--- src/hw/rtl/wbps_pkg.sv ---
`default_nettype none

package wbps_pkg;

   localparam int WIN_DEPTH       = 32;
   localparam int IDX_W           = $clog2(WIN_DEPTH);
   localparam int DEF_MAX_PATTERN = 32;
   localparam int BYTE_W          = 8;
   localparam int ADDR_W          = 64;
   localparam int LEN_W           = 6;
   localparam int SKIP_W          = 5;
   localparam int CSR_W           = 64;
   localparam int CSR_IDX_W       = 3;
   localparam int REQ_DATA_W      = 72;

   // register indexes
   localparam logic [CSR_IDX_W-1:0] CSR_PAT_LO     = 3'd0;
   localparam logic [CSR_IDX_W-1:0] CSR_PAT_MID_LO = 3'd1;
   localparam logic [CSR_IDX_W-1:0] CSR_PAT_MID_HI = 3'd2;
   localparam logic [CSR_IDX_W-1:0] CSR_PAT_HI     = 3'd3;
   localparam logic [CSR_IDX_W-1:0] CSR_CARE       = 3'd4;
   localparam logic [CSR_IDX_W-1:0] CSR_LEN        = 3'd5;

   // signature as seen from the window: entry j lines up with window byte j (0 newest)
   typedef struct packed {
      logic [LEN_W-1:0]                   len;
      logic [WIN_DEPTH-1:0]               care;
      logic [WIN_DEPTH-1:0][BYTE_W-1:0]   pat;
   } sig_cfg_type;

endpackage

`default_nettype wire

--- src/hw/rtl/wbps_sig_cfg.sv ---
`default_nettype none

module wbps_sig_cfg
   import wbps_pkg::*;
#(
   parameter int CAPACITY = DEF_MAX_PATTERN
) (
   input  wire logic                 clock,
   input  wire logic                 reset,
   input  wire logic                 csr_we,
   input  wire logic [CSR_IDX_W-1:0] csr_addr,
   input  wire logic [CSR_W-1:0]     csr_wdata,
   output sig_cfg_type               sig_cfg
);

   logic [WIN_DEPTH-1:0][BYTE_W-1:0] pat_ff, pat_in;
   logic [WIN_DEPTH-1:0]             care_ff, care_in;
   logic [LEN_W-1:0]                 len_ff, len_in;
   logic [LEN_W-1:0]                 len_eff;

   always_comb begin
      pat_in  = pat_ff;
      care_in = care_ff;
      len_in  = len_ff;
      if (csr_we) begin
         case (csr_addr)
            CSR_PAT_LO:     pat_in[7:0]   = csr_wdata;
            CSR_PAT_MID_LO: pat_in[15:8]  = csr_wdata;
            CSR_PAT_MID_HI: pat_in[23:16] = csr_wdata;
            CSR_PAT_HI:     pat_in[31:24] = csr_wdata;
            CSR_CARE:       care_in       = csr_wdata[WIN_DEPTH-1:0];
            CSR_LEN:        len_in        = csr_wdata[LEN_W-1:0];
            default: ;
         endcase
      end
   end

   always_ff @(posedge clock) begin
      if (reset) begin
         pat_ff  <= '0;
         care_ff <= '0;
         len_ff  <= LEN_W'(1);
      end else begin
         pat_ff  <= pat_in;
         care_ff <= care_in;
         len_ff  <= len_in;
      end
   end

   // zero acts as one, oversize clamps to the window capacity
   always_comb begin
      if (len_ff == '0) begin
         len_eff = LEN_W'(1);
      end else if (len_ff > LEN_W'(CAPACITY)) begin
         len_eff = LEN_W'(CAPACITY);
      end else begin
         len_eff = len_ff;
      end
   end

   // window byte j holds signature byte len-1-j at the moment of a match
   always_comb begin
      sig_cfg.len = len_eff;
      for (int j = 0; j < WIN_DEPTH; j++) begin
         logic [LEN_W-1:0] k;
         k = len_eff - LEN_W'(1) - LEN_W'(j);
         if (LEN_W'(j) < len_eff) begin
            sig_cfg.care[j] = care_ff[k[IDX_W-1:0]];
            sig_cfg.pat[j]  = pat_ff[k[IDX_W-1:0]];
         end else begin
            sig_cfg.care[j] = 1'b0;
            sig_cfg.pat[j]  = '0;
         end
      end
   end

endmodule

`default_nettype wire

--- src/hw/rtl/wbps_match.sv ---
`default_nettype none

module wbps_match
   import wbps_pkg::*;
#(
   parameter int CAPACITY = DEF_MAX_PATTERN
) (
   input  wire logic              clock,
   input  wire logic              reset,
   input  wire logic              advance,
   input  wire logic [BYTE_W-1:0] data_byte,
   input  wire logic              region_start,
   input  wire sig_cfg_type       sig_cfg,
   output logic                   hit
);

   localparam int FILL_W = $clog2(CAPACITY + 1);

   logic [CAPACITY-1:0][BYTE_W-1:0] window_ff, window_in;
   logic [FILL_W-1:0]               fill_ff, fill_in;
   logic [SKIP_W-1:0]               skip_ff, skip_in, skip_cur;
   logic [CAPACITY-1:0]             byte_ok;

   always_comb begin
      window_in[0] = data_byte;
      for (int j = 1; j < CAPACITY; j++) begin
         window_in[j] = region_start ? '0 : window_ff[j-1];
      end

      if (region_start) begin
         fill_in = FILL_W'(1);
      end else if (fill_ff < FILL_W'(CAPACITY)) begin
         fill_in = fill_ff + FILL_W'(1);
      end else begin
         fill_in = fill_ff;
      end

      skip_cur = region_start ? '0 : skip_ff;

      for (int j = 0; j < CAPACITY; j++) begin
         byte_ok[j] = !sig_cfg.care[j] || (window_in[j] == sig_cfg.pat[j]);
      end

      hit = (skip_cur == '0) && (LEN_W'(fill_in) >= sig_cfg.len) && (&byte_ok);

      // a match blocks the next len-1 bytes of the same region from ending another one
      if (hit) begin
         skip_in = SKIP_W'(sig_cfg.len - LEN_W'(1));
      end else if (skip_cur != '0) begin
         skip_in = skip_cur - SKIP_W'(1);
      end else begin
         skip_in = '0;
      end
   end

   always_ff @(posedge clock) begin
      if (advance) begin
         window_ff <= window_in;
      end
   end

   always_ff @(posedge clock) begin
      if (reset) begin
         fill_ff <= '0;
         skip_ff <= '0;
      end else if (advance) begin
         fill_ff <= fill_in;
         skip_ff <= skip_in;
      end
   end

endmodule

`default_nettype wire

--- src/hw/rtl/wildcard_byte_pattern_scanner_unit.sv ---
// an accepted byte is held in the input stage; its match is registered in the result register for rsp_tvalid
// throughput: one byte per cycle unless the result stalls; the window shift and masked compare run in a single stage
// a stalled result register holds the input stage, which then takes no more than one byte
// reset (synchronous, active high) empties both stages, clears window fill and skip count,
// and returns pattern, care mask and length registers to zero, zero and one
`default_nettype none

module wildcard_byte_pattern_scanner_unit
   import wbps_pkg::*;
#(
   parameter int MAX_PATTERN = DEF_MAX_PATTERN
) (
   input  wire logic                  clock,
   input  wire logic                  reset,
   input  wire logic                  req_tvalid,
   output logic                       req_tready,
   input  wire logic [REQ_DATA_W-1:0] req_tdata,  // data_byte, byte_address
   input  wire logic                  req_tuser,  // region_start
   output logic                       rsp_tvalid,
   input  wire logic                  rsp_tready,
   output logic [ADDR_W-1:0]          rsp_tdata,  // match_address
   input  wire logic                  csr_we,
   input  wire logic [CSR_IDX_W-1:0]  csr_addr,
   input  wire logic [CSR_W-1:0]      csr_wdata
);

   localparam int CAPACITY = (MAX_PATTERN < WIN_DEPTH) ? MAX_PATTERN : WIN_DEPTH;

   sig_cfg_type       sig_cfg;
   logic              s1_valid_ff, s1_valid_in;
   logic [BYTE_W-1:0] s1_data_ff;
   logic [ADDR_W-1:0] s1_addr_ff;
   logic              s1_start_ff;
   logic              rsp_valid_ff, rsp_valid_in;
   logic [ADDR_W-1:0] rsp_addr_ff;
   logic              out_free, advance, accept, hit;

   wbps_sig_cfg #(
      .CAPACITY (CAPACITY)
   ) u_cfg (
      .clock     (clock),
      .reset     (reset),
      .csr_we    (csr_we),
      .csr_addr  (csr_addr),
      .csr_wdata (csr_wdata),
      .sig_cfg   (sig_cfg)
   );

   wbps_match #(
      .CAPACITY (CAPACITY)
   ) u_match (
      .clock        (clock),
      .reset        (reset),
      .advance      (advance),
      .data_byte    (s1_data_ff),
      .region_start (s1_start_ff),
      .sig_cfg      (sig_cfg),
      .hit          (hit)
   );

   assign out_free   = !rsp_valid_ff || rsp_tready;
   assign advance    = s1_valid_ff && out_free;
   assign req_tready = !s1_valid_ff || out_free;
   assign accept     = req_tvalid && req_tready;

   always_comb begin
      s1_valid_in = s1_valid_ff;
      if (accept) begin
         s1_valid_in = 1'b1;
      end else if (advance) begin
         s1_valid_in = 1'b0;
      end

      rsp_valid_in = rsp_valid_ff;
      if (advance) begin
         rsp_valid_in = hit;
      end else if (rsp_tready) begin
         rsp_valid_in = 1'b0;
      end
   end

   always_ff @(posedge clock) begin
      if (reset) begin
         s1_valid_ff  <= 1'b0;
         rsp_valid_ff <= 1'b0;
      end else begin
         s1_valid_ff  <= s1_valid_in;
         rsp_valid_ff <= rsp_valid_in;
      end
   end

   always_ff @(posedge clock) begin
      if (accept) begin
         s1_data_ff  <= req_tdata[BYTE_W-1:0];
         s1_addr_ff  <= req_tdata[BYTE_W +: ADDR_W];
         s1_start_ff <= req_tuser;
      end
   end

   // match starts len-1 bytes before the byte that completes it
   always_ff @(posedge clock) begin
      if (advance && hit) begin
         rsp_addr_ff <= s1_addr_ff - ADDR_W'(sig_cfg.len - LEN_W'(1));
      end
   end

   assign rsp_tvalid = rsp_valid_ff;
   assign rsp_tdata  = rsp_addr_ff;

endmodule

`default_nettype wire

--- config.mk ---
export PLATFORM = sky130hd
export DESIGN_NAME = wildcard_byte_pattern_scanner_unit
export DESIGN_NICKNAME = d
export VERILOG_FILES = /design/src/hw/rtl/wbps_pkg.sv /design/src/hw/rtl/wbps_sig_cfg.sv /design/src/hw/rtl/wbps_match.sv /design/src/hw/rtl/wildcard_byte_pattern_scanner_unit.sv
export SDC_FILE = /design/constraint.sdc
export NUM_CORES = 2
export LEC_CHECK = 0
export ABC_AREA = 0
export BUFFER_PORTS_ARGS = -buffer_cell sky130_fd_sc_hd__buf_2
export CAP_MARGIN = 20
export CORE_AREA = 2 2 491 493
export CTS_CLUSTER_DIAMETER = 150
export DETAILED_ROUTE_END_ITERATION = 7
export DIE_AREA = 0 0 493 495
export SYNTH_ARGS = -nofsm -noshare
export SYNTH_HDL_FRONTEND = slang
export SYNTH_SLANG_ARGS = --single-unit
export TNS_END_PERCENT = 100
--- constraint.sdc ---
create_clock -name clock -period 11.25 [get_ports clock]
set_input_delay 0.5625 -clock clock [delete_from_list [all_inputs] [get_ports clock]]
set_output_delay 0.5625 -clock clock [all_outputs]
set_load 0.05 [all_outputs]
# Word level (Yosys, flattened, before mapping)
# Cells that the tools add are included.
[word_totals]
register_bits = 692
input_bits = 145
out_inout_bits = 66
wordCells = 533
[classes]
add_sub_neg = 36
magnitude_cmp = 67
eq_ne = 37
mux = 234
reduce_logical = 86
[ops]
columns = ["cell", "n"]
rows = [
  ["$bmux W8 S5", 32],
  ["$mux W8", 95],
  ["$eq A8 B8 Y1", 32],
  ["$lt A5 B6 Y1 const B", 32],
  ["$bmux W1 S5", 32],
  ["$lt A5 B6 Y1 const A", 16],
  ["$sub A5 B5 Y5 const B", 16],
  ["$mux W1", 68],
  ["$sub A64 B64 Y64", 1],
  ["$lt A4 B6 Y1 const A", 8],
  ["$sub A5 B4 Y5 const B", 8],
  ["$logic_not A1 Y1", 34],
  ["$logic_or A1 B1 Y1", 34],
  ["$reduce_and A32 Y1", 1],
  ["$lt A3 B6 Y1 const A", 4],
  ["$mux W6", 4],
  ["$sub A5 B3 Y5 const B", 4],
  ["$mux W5", 3],
  ["$sub A5 B1 Y5 const B", 3],
  ["$lt A1 B6 Y1 const A", 2],
  ["$lt A2 B6 Y1 const A", 2],
  ["$reduce_and A2 Y1", 6],
  ["$sub A5 B2 Y5 const B", 2],
  ["$sub A6 B1 Y7 const B", 1],
  ["13 further kinds", 20],
]

# Depth between registers and ports, before layout
[logic_depth]
word_depth = 13
ltp_mapped = 33
mapped_depth_nobuf = 20

# Cells and area by module
# From an unflattened synthesis, not the netlist that was laid out.
[unflattened]
cells_unflattened = 7343
area_unflattened_um2 = 58056.9
[modules_own_cells]
columns = ["mod", "instances", "cells_per_inst", "area_each_um2", "seq_area_each_um2"]
rows = [
  ["wbps_sig_cfg", 1, 5138, 34237.8, 5885.6],
  ["wbps_match", 1, 1485, 15773.9, 7667.4],
  ["wildcard_byte_pattern_scanner_unit", 1, 720, 8045.2, 4154.0],
]

# Worst setup path before layout
# Ideal clock, no wire load.
[synth_timing]
path_type = "register -> register"
from = "register u_cfg.len_ff[5]"
to = "register rsp_addr_ff[0] (netlist: rsp_tdata[0]), enable pin"
arrival_time_ns = 11.695
slack_ns = -1.009
stages_incl_launch_ff = 33
path_buffers = 15
cell_sequence = "dfxtp_1 -> buf_2 -> nand2b_1 -> buf_2 -> inv_2 -> buf_4 -> buf_4 -> buf_4 -> buf_4 -> clkbuf_1 -> clkbuf_1 -> ha_1 -> clkbuf_1 -> clkinv_1 -> clkbuf_1 -> buf_1 -> buf_1 -> clkbuf_1 -> ha_1 -> inv_1 -> o32ai_1 -> a211o_1 -> buf_1 -> buf_2 -> mux4_2 -> nand2_1 -> a21oi_1 -> xor2_1 -> nor4b_1 -> a31oi_1 -> nor4_1 -> nand4_2 -> nor3_1"
[synth_between]
elab_chain_cells = 13
[synth_lines]
columns = ["element", "line", "text"]
rows = [
  ["start: declaration", "wbps_sig_cfg.sv:18", "logic [LEN_W-1:0] len_ff, len_in;"],
  ["start signal: assignment", "wbps_sig_cfg.sv:46", "len_ff <= len_in;"],
  ["$gt A6 B6 Y1", "wbps_sig_cfg.sv:54", "end else if (len_ff > LEN_W'(CAPACITY)) begin"],
  ["$mux W6", "wbps_sig_cfg.sv:54", ""],
  ["$mux W6 *", "wbps_sig_cfg.sv:52", "if (len_ff == '0) begin"],
  ["$sub A5 B1 Y5", "wbps_sig_cfg.sv:66", "k = len_eff - LEN_W'(1) - LEN_W'(j);"],
  ["$sub A5 B1 Y5, or another cell as far along", "wbps_sig_cfg.sv:66", ""],
  ["$bmux W8 S5 or $bmux W1 S5 (tied branches)", "wbps_sig_cfg.sv:69, wbps_sig_cfg.sv:68", ""],
  ["$mux W8 (not written as such) or $mux W1 (tied branches)", "wbps_sig_cfg.sv:69, wbps_sig_cfg.sv:68", ""],
  ["$mux W8 or $mux W1 (tied branches)", "wbps_sig_cfg.sv:67", "if (LEN_W'(j) < len_eff) begin"],
  ["$eq A8 B8 Y1 or $logic_not A1 Y1 (tied branches)", "wbps_match.sv:41", "byte_ok[j] = !sig_cfg.care[j] || (window_in[j] == sig_cfg.pat[j]);"],
  ["$logic_or A1 B1 Y1", "wbps_match.sv:41", ""],
  ["$reduce_and A32 Y1", "wbps_match.sv:44", "hit = (skip_cur == '0) && (LEN_W'(fill_in) >= sig_cfg.len) && (&byte_ok);"],
  ["$logic_and A1 B1 Y1 *", "wbps_match.sv:44", ""],
  ["$logic_and A1 B1 Y1 *", "wildcard_byte_pattern_scanner_unit.sv:102", "if (advance && hit) begin"],
  ["end signal: assignment", "wildcard_byte_pattern_scanner_unit.sv:103", "rsp_addr_ff <= s1_addr_ff - ADDR_W'(sig_cfg.len - LEN_W'(1));"],
  ["end: declaration", "wildcard_byte_pattern_scanner_unit.sv:35", "logic [ADDR_W-1:0] rsp_addr_ff;"],
]
# Mark *: on every way between the ends. The rest lies on a longest branch, timed or not. The select of a mux whose other input is x is not followed.
# A chain may end at the register's enable or synchronous reset.

# Final worst setup path
[layout_timing]
from = "register u_cfg.len_ff[5]"
to = "register rsp_addr_ff[26] (netlist: rsp_tdata[26]), enable pin"
# The elaborated chain is that of the path after synthesis.

==> impl_metrics.csv <==
group,metric,value,unit
status,status,"finished, violations left",
status,violations,"DRC",
global_route,grt_pass1_wl,408000,microns
synth,syn_area_per_cell,9.56,sq um
timing,skew,0.0502,ns
worst_setup_path,rr_worst_depth,19,
timing,grt_setup_unrepaired,"no",
worst_setup_path,critPathLaunchType,"register",
clock_tree,cts_tree,"done",
detailed_routing,drtIter0Drc,8514,
detailed_routing,vias,55500,
clock_tree,cts.path.max_buffers,3,
worst_setup_path,critPathRequiredTime,11.65,ns
clock_tree,root_buffer,"clkbuf_16",
detailed_routing,post_drt_wl_per_cell,31.6,microns
pwr,vdd_drop_max,0.144,mV
synth,yosys.area.top_type_share,0.194,
synth,yosysSeqAreaShare,0.298,
floorplan,dieArea,244000,sq um
clock_tree,clk_latency,0.79,ns
worst_setup_path,slowest_stage,"ha_4",
floorplan,core,239000,sq um
worst_setup_path,path_cells,"nand2b_4 -> inv_8 -> ha_4 -> ha_4 -> buf_4 -> nand3b_1 -> nor2_1 -> a21oi_1 -> o211ai_1 -> mux2i_1 -> o21a_1 -> a21boi_1 -> o2111a_1 -> a21oi_1 -> o41a_1 -> nor4_2 -> nand4_2 -> nor3_4 -> buf_12",
placement,port_buffers,210,
synth,synthTopCellsByArea,"edfxtp_1, mux4_2, mux2i_1",
synth,syn_nets,6448,
timing,fin_ws,2.35,ns
finish,syn2layout_area_growth,12.7,%
timing,period_share,0.791,
synth,synth_seq_cells,692,
global_route,gr-usage-all-layers,0.235,
timing,tightest_slew,1.35,ns
worst_setup_path,worst_r2r_startpoint,"u_cfg.len_ff[5]",
floorplan,row_count,180,
worst_hold_path,whs_path_depth,3,
worst_hold_path,whs_endpoint,"u_cfg.pat_ff[182]",
detailed_routing,totalWireLength,298000,microns
worst_setup_path,max_stage_delay,0.76,ns
clock_tree,htreeDepth,3,
placement,pre_cts_slack,2.62,ns
worst_setup_path,cp.arrival,9.30,ns
floorplan,ioPinCount,211,
timing,hold_violations,0,
synth,yosysUniqueCellTypes,107,
clock_tree,cts_buffers,79,
finish,fin_nets,6386,
timing,setup_viol,0,
synth,synth_area,59500,sq um
detailed_routing,drt-vias-per-instance,5.89,
floorplan,die_w,493,microns
synth,synth_warnings,0,
finish,nFillCells,25100,
synth,synth_area_leader_cell,"edfxtp_1",
worst_hold_path,hp-class,"in2reg",
synth,async_flop_share,0,
worst_hold_path,worstHoldStart,"csr_wdata[54]",
global_route,grt-ovfl-total,0,
timing,max_freq,0.112,GHz
detailed_routing,dr.pass1.iters,8,
timing,maxSlewHeadroom,0.101,
flow_run,max_cap_violations,0,
synth,synthCells,6222,
clock_tree,path_clk_slew,0.08,ns
floorplan,initial_utilization,0.249,
floorplan,die_h,495,microns
detailed_routing,remaining_drc_errors,6,
detailed_routing,antenna_left,0,
timing,drv_slew,0,
timing,tns,0,ns
synth,synth-edff-count,385,
clock_tree,cts.sinks,692,
global_route,grt_max_degree,128,
pwr,cellLeakagePower,22.4,nW
placement,dpl.hpwl,231000,microns
global_route,first_global_vias,50700,
synth,synth_ff_type,"edfxtp_1",
finish,drive_above_1_share,0.171,
global_route,grt_antenna_before_repair,43,
worst_setup_path,path_class,"reg2reg",
pwr,p_per_area,109,nW/um^2
worst_setup_path,endpoint_kind,"register",
worst_setup_path,r2r-end,"rsp_tdata[26]",
timing,fin_crit,8.90,ns
worst_setup_path,path_max_fanout,73,
worst_setup_path,rrSetupSlack,2.35,ns
placement,gp_congestion,1.09,
==> flip-flops by register name (all words and copies together), names as in the netlist, 5 cells and up <==
name,flops
u_cfg.pat_ff,256
u_match.window_ff,248
rsp_tdata,64
s1_addr_ff,64
u_cfg.care_ff,32
s1_data_ff,8
u_cfg.len_ff,6
u_match.fill_ff,6
u_match.skip_ff,5
==> layout make-up <==
cell class                      count  area [sq um]  share of cell area
Clock buffer                      104          2220              0.0331
Inverter                           63           274             0.00409
Clock inverter                     43           499             0.00745
Antenna cell                       19          47.5            0.000709
Timing Repair Buffer              423          2920              0.0435
Multi-Input combinational cell   4901         39400               0.587
Sequential cell                   692         17700               0.264
Tap cell                         3185          3990              0.0594
==> power by group <==
group,internal [mW],switching [mW]
combinational,0.555,1.09
clock,1.55,1.22
sequential,2.80,0.106
total,4.91,2.42
==> repair_timing <==
item | CTS | global route
hold buffers | 71 | 0
gates resized for setup | 0 | 0
endpoints found under the hold margin | 71 | 0
setup buffers | 0 | 0
==> critical path: cells and delay by family, from the launching register on <==
| family | cells | cell delay, ns |
|---|---|---|
| AO/OA/AOI/OAI | 7 | 2.02 |
| adder cells (fa/ha/maj) | 2 | 1.44 |
| buffers and inverters | 3 | 1.26 |
| flip-flops | 1 | 0.67 |
| multiplexers | 1 | 0.17 |
| AND/OR/NAND/NOR | 6 | 2.76 |
==> synth_stat cells, drive strengths merged (80+ instances only) <==
master  instances
nand2        1012
nor3           82
nor2b         252
nor2          234
dfxtp         307
xor2           97
a22oi         137
clkbuf        331
edfxtp        385
o21ai         117
buf           235
mux2           98
mux2i         766
ha             80
xnor2         181
mux4          398
a21oi         522
==> how the worst max path moves through the flow <==
stage / end / slack [ns] / cells past startpoint / startpoint
2_1_floorplan: rsp_tdata[0] / 0.98 / 32 / u_cfg.len_ff[5]
3_3_place_gp: rsp_tdata[26] / 2.58 / 19 / u_cfg.len_ff[5]
3_5_place_dp: rsp_tdata[26] / 2.62 / 18 / u_cfg.len_ff[5]
4_1_cts: rsp_tdata[26] / 2.56 / 18 / u_cfg.len_ff[5]
5_1_grt: rsp_tdata[37] / 2.11 / 19 / u_cfg.len_ff[5]
6_report: rsp_tdata[26] / 2.35 / 19 / u_cfg.len_ff[5]
==> placed cells by master (no fill, tap or decap), types with 84 or more instances in the layout <==
cell type  instances
buf_4            133
a22oi_1          137
nand2_1         1009
a21oi_1          522
clkbuf_16         84
mux2_2            94
mux2i_1          761
buf_2            210
edfxtp_1         385
mux4_2           392
o21ai_0          112
xor2_1            96
nor2_1           230
xnor2_1          165
nor2b_1          252
dfxtp_1          304
==> per-stage QoR <==
stage	util	cell area, sq um	hold WS, ns	cells	power (mW)
finish	0.280	67000	0.0697	9430	7.33
global route	0.280	67000	0.0437	9415	7.51
CTS	0.280	66900	0.0165	9401	7.32
detailed placement	0.265	63500	0.488	9183	4.53
global placement	0.265	63400	0.471	9181	4.51
floorplan	-	59500	0.445	6222	3.95
==> metal layers <==
layer,track usage,vias up,share of wire
met1,0.308,27900,0.40
li1,-,23300,-
met2,0.346,3657,0.42
met4,0.128,24,0.063
met5,0.00587,-,0.0012
met3,0.0659,670,0.11
==> cells by family (layout without fill, tap and decap cells) <==
logic type / after synthesis / after routing / synth area share
other: 0 / 19 / 0
and+or+nand+nor: 1956 / 1956 / 0.153
muxes: 1262 / 1262 / 0.299
adders and majority gates: 83 / 83 / 0.0175
DFF: 692 / 692 / 0.298
AOI/OAI and AO/OA: 1322 / 1322 / 0.145
buffers and inverters: 629 / 633 / 0.0447
xor gates and xnor gates: 278 / 278 / 0.0430
No activity file was read; power rests on OpenSTA's default activity.
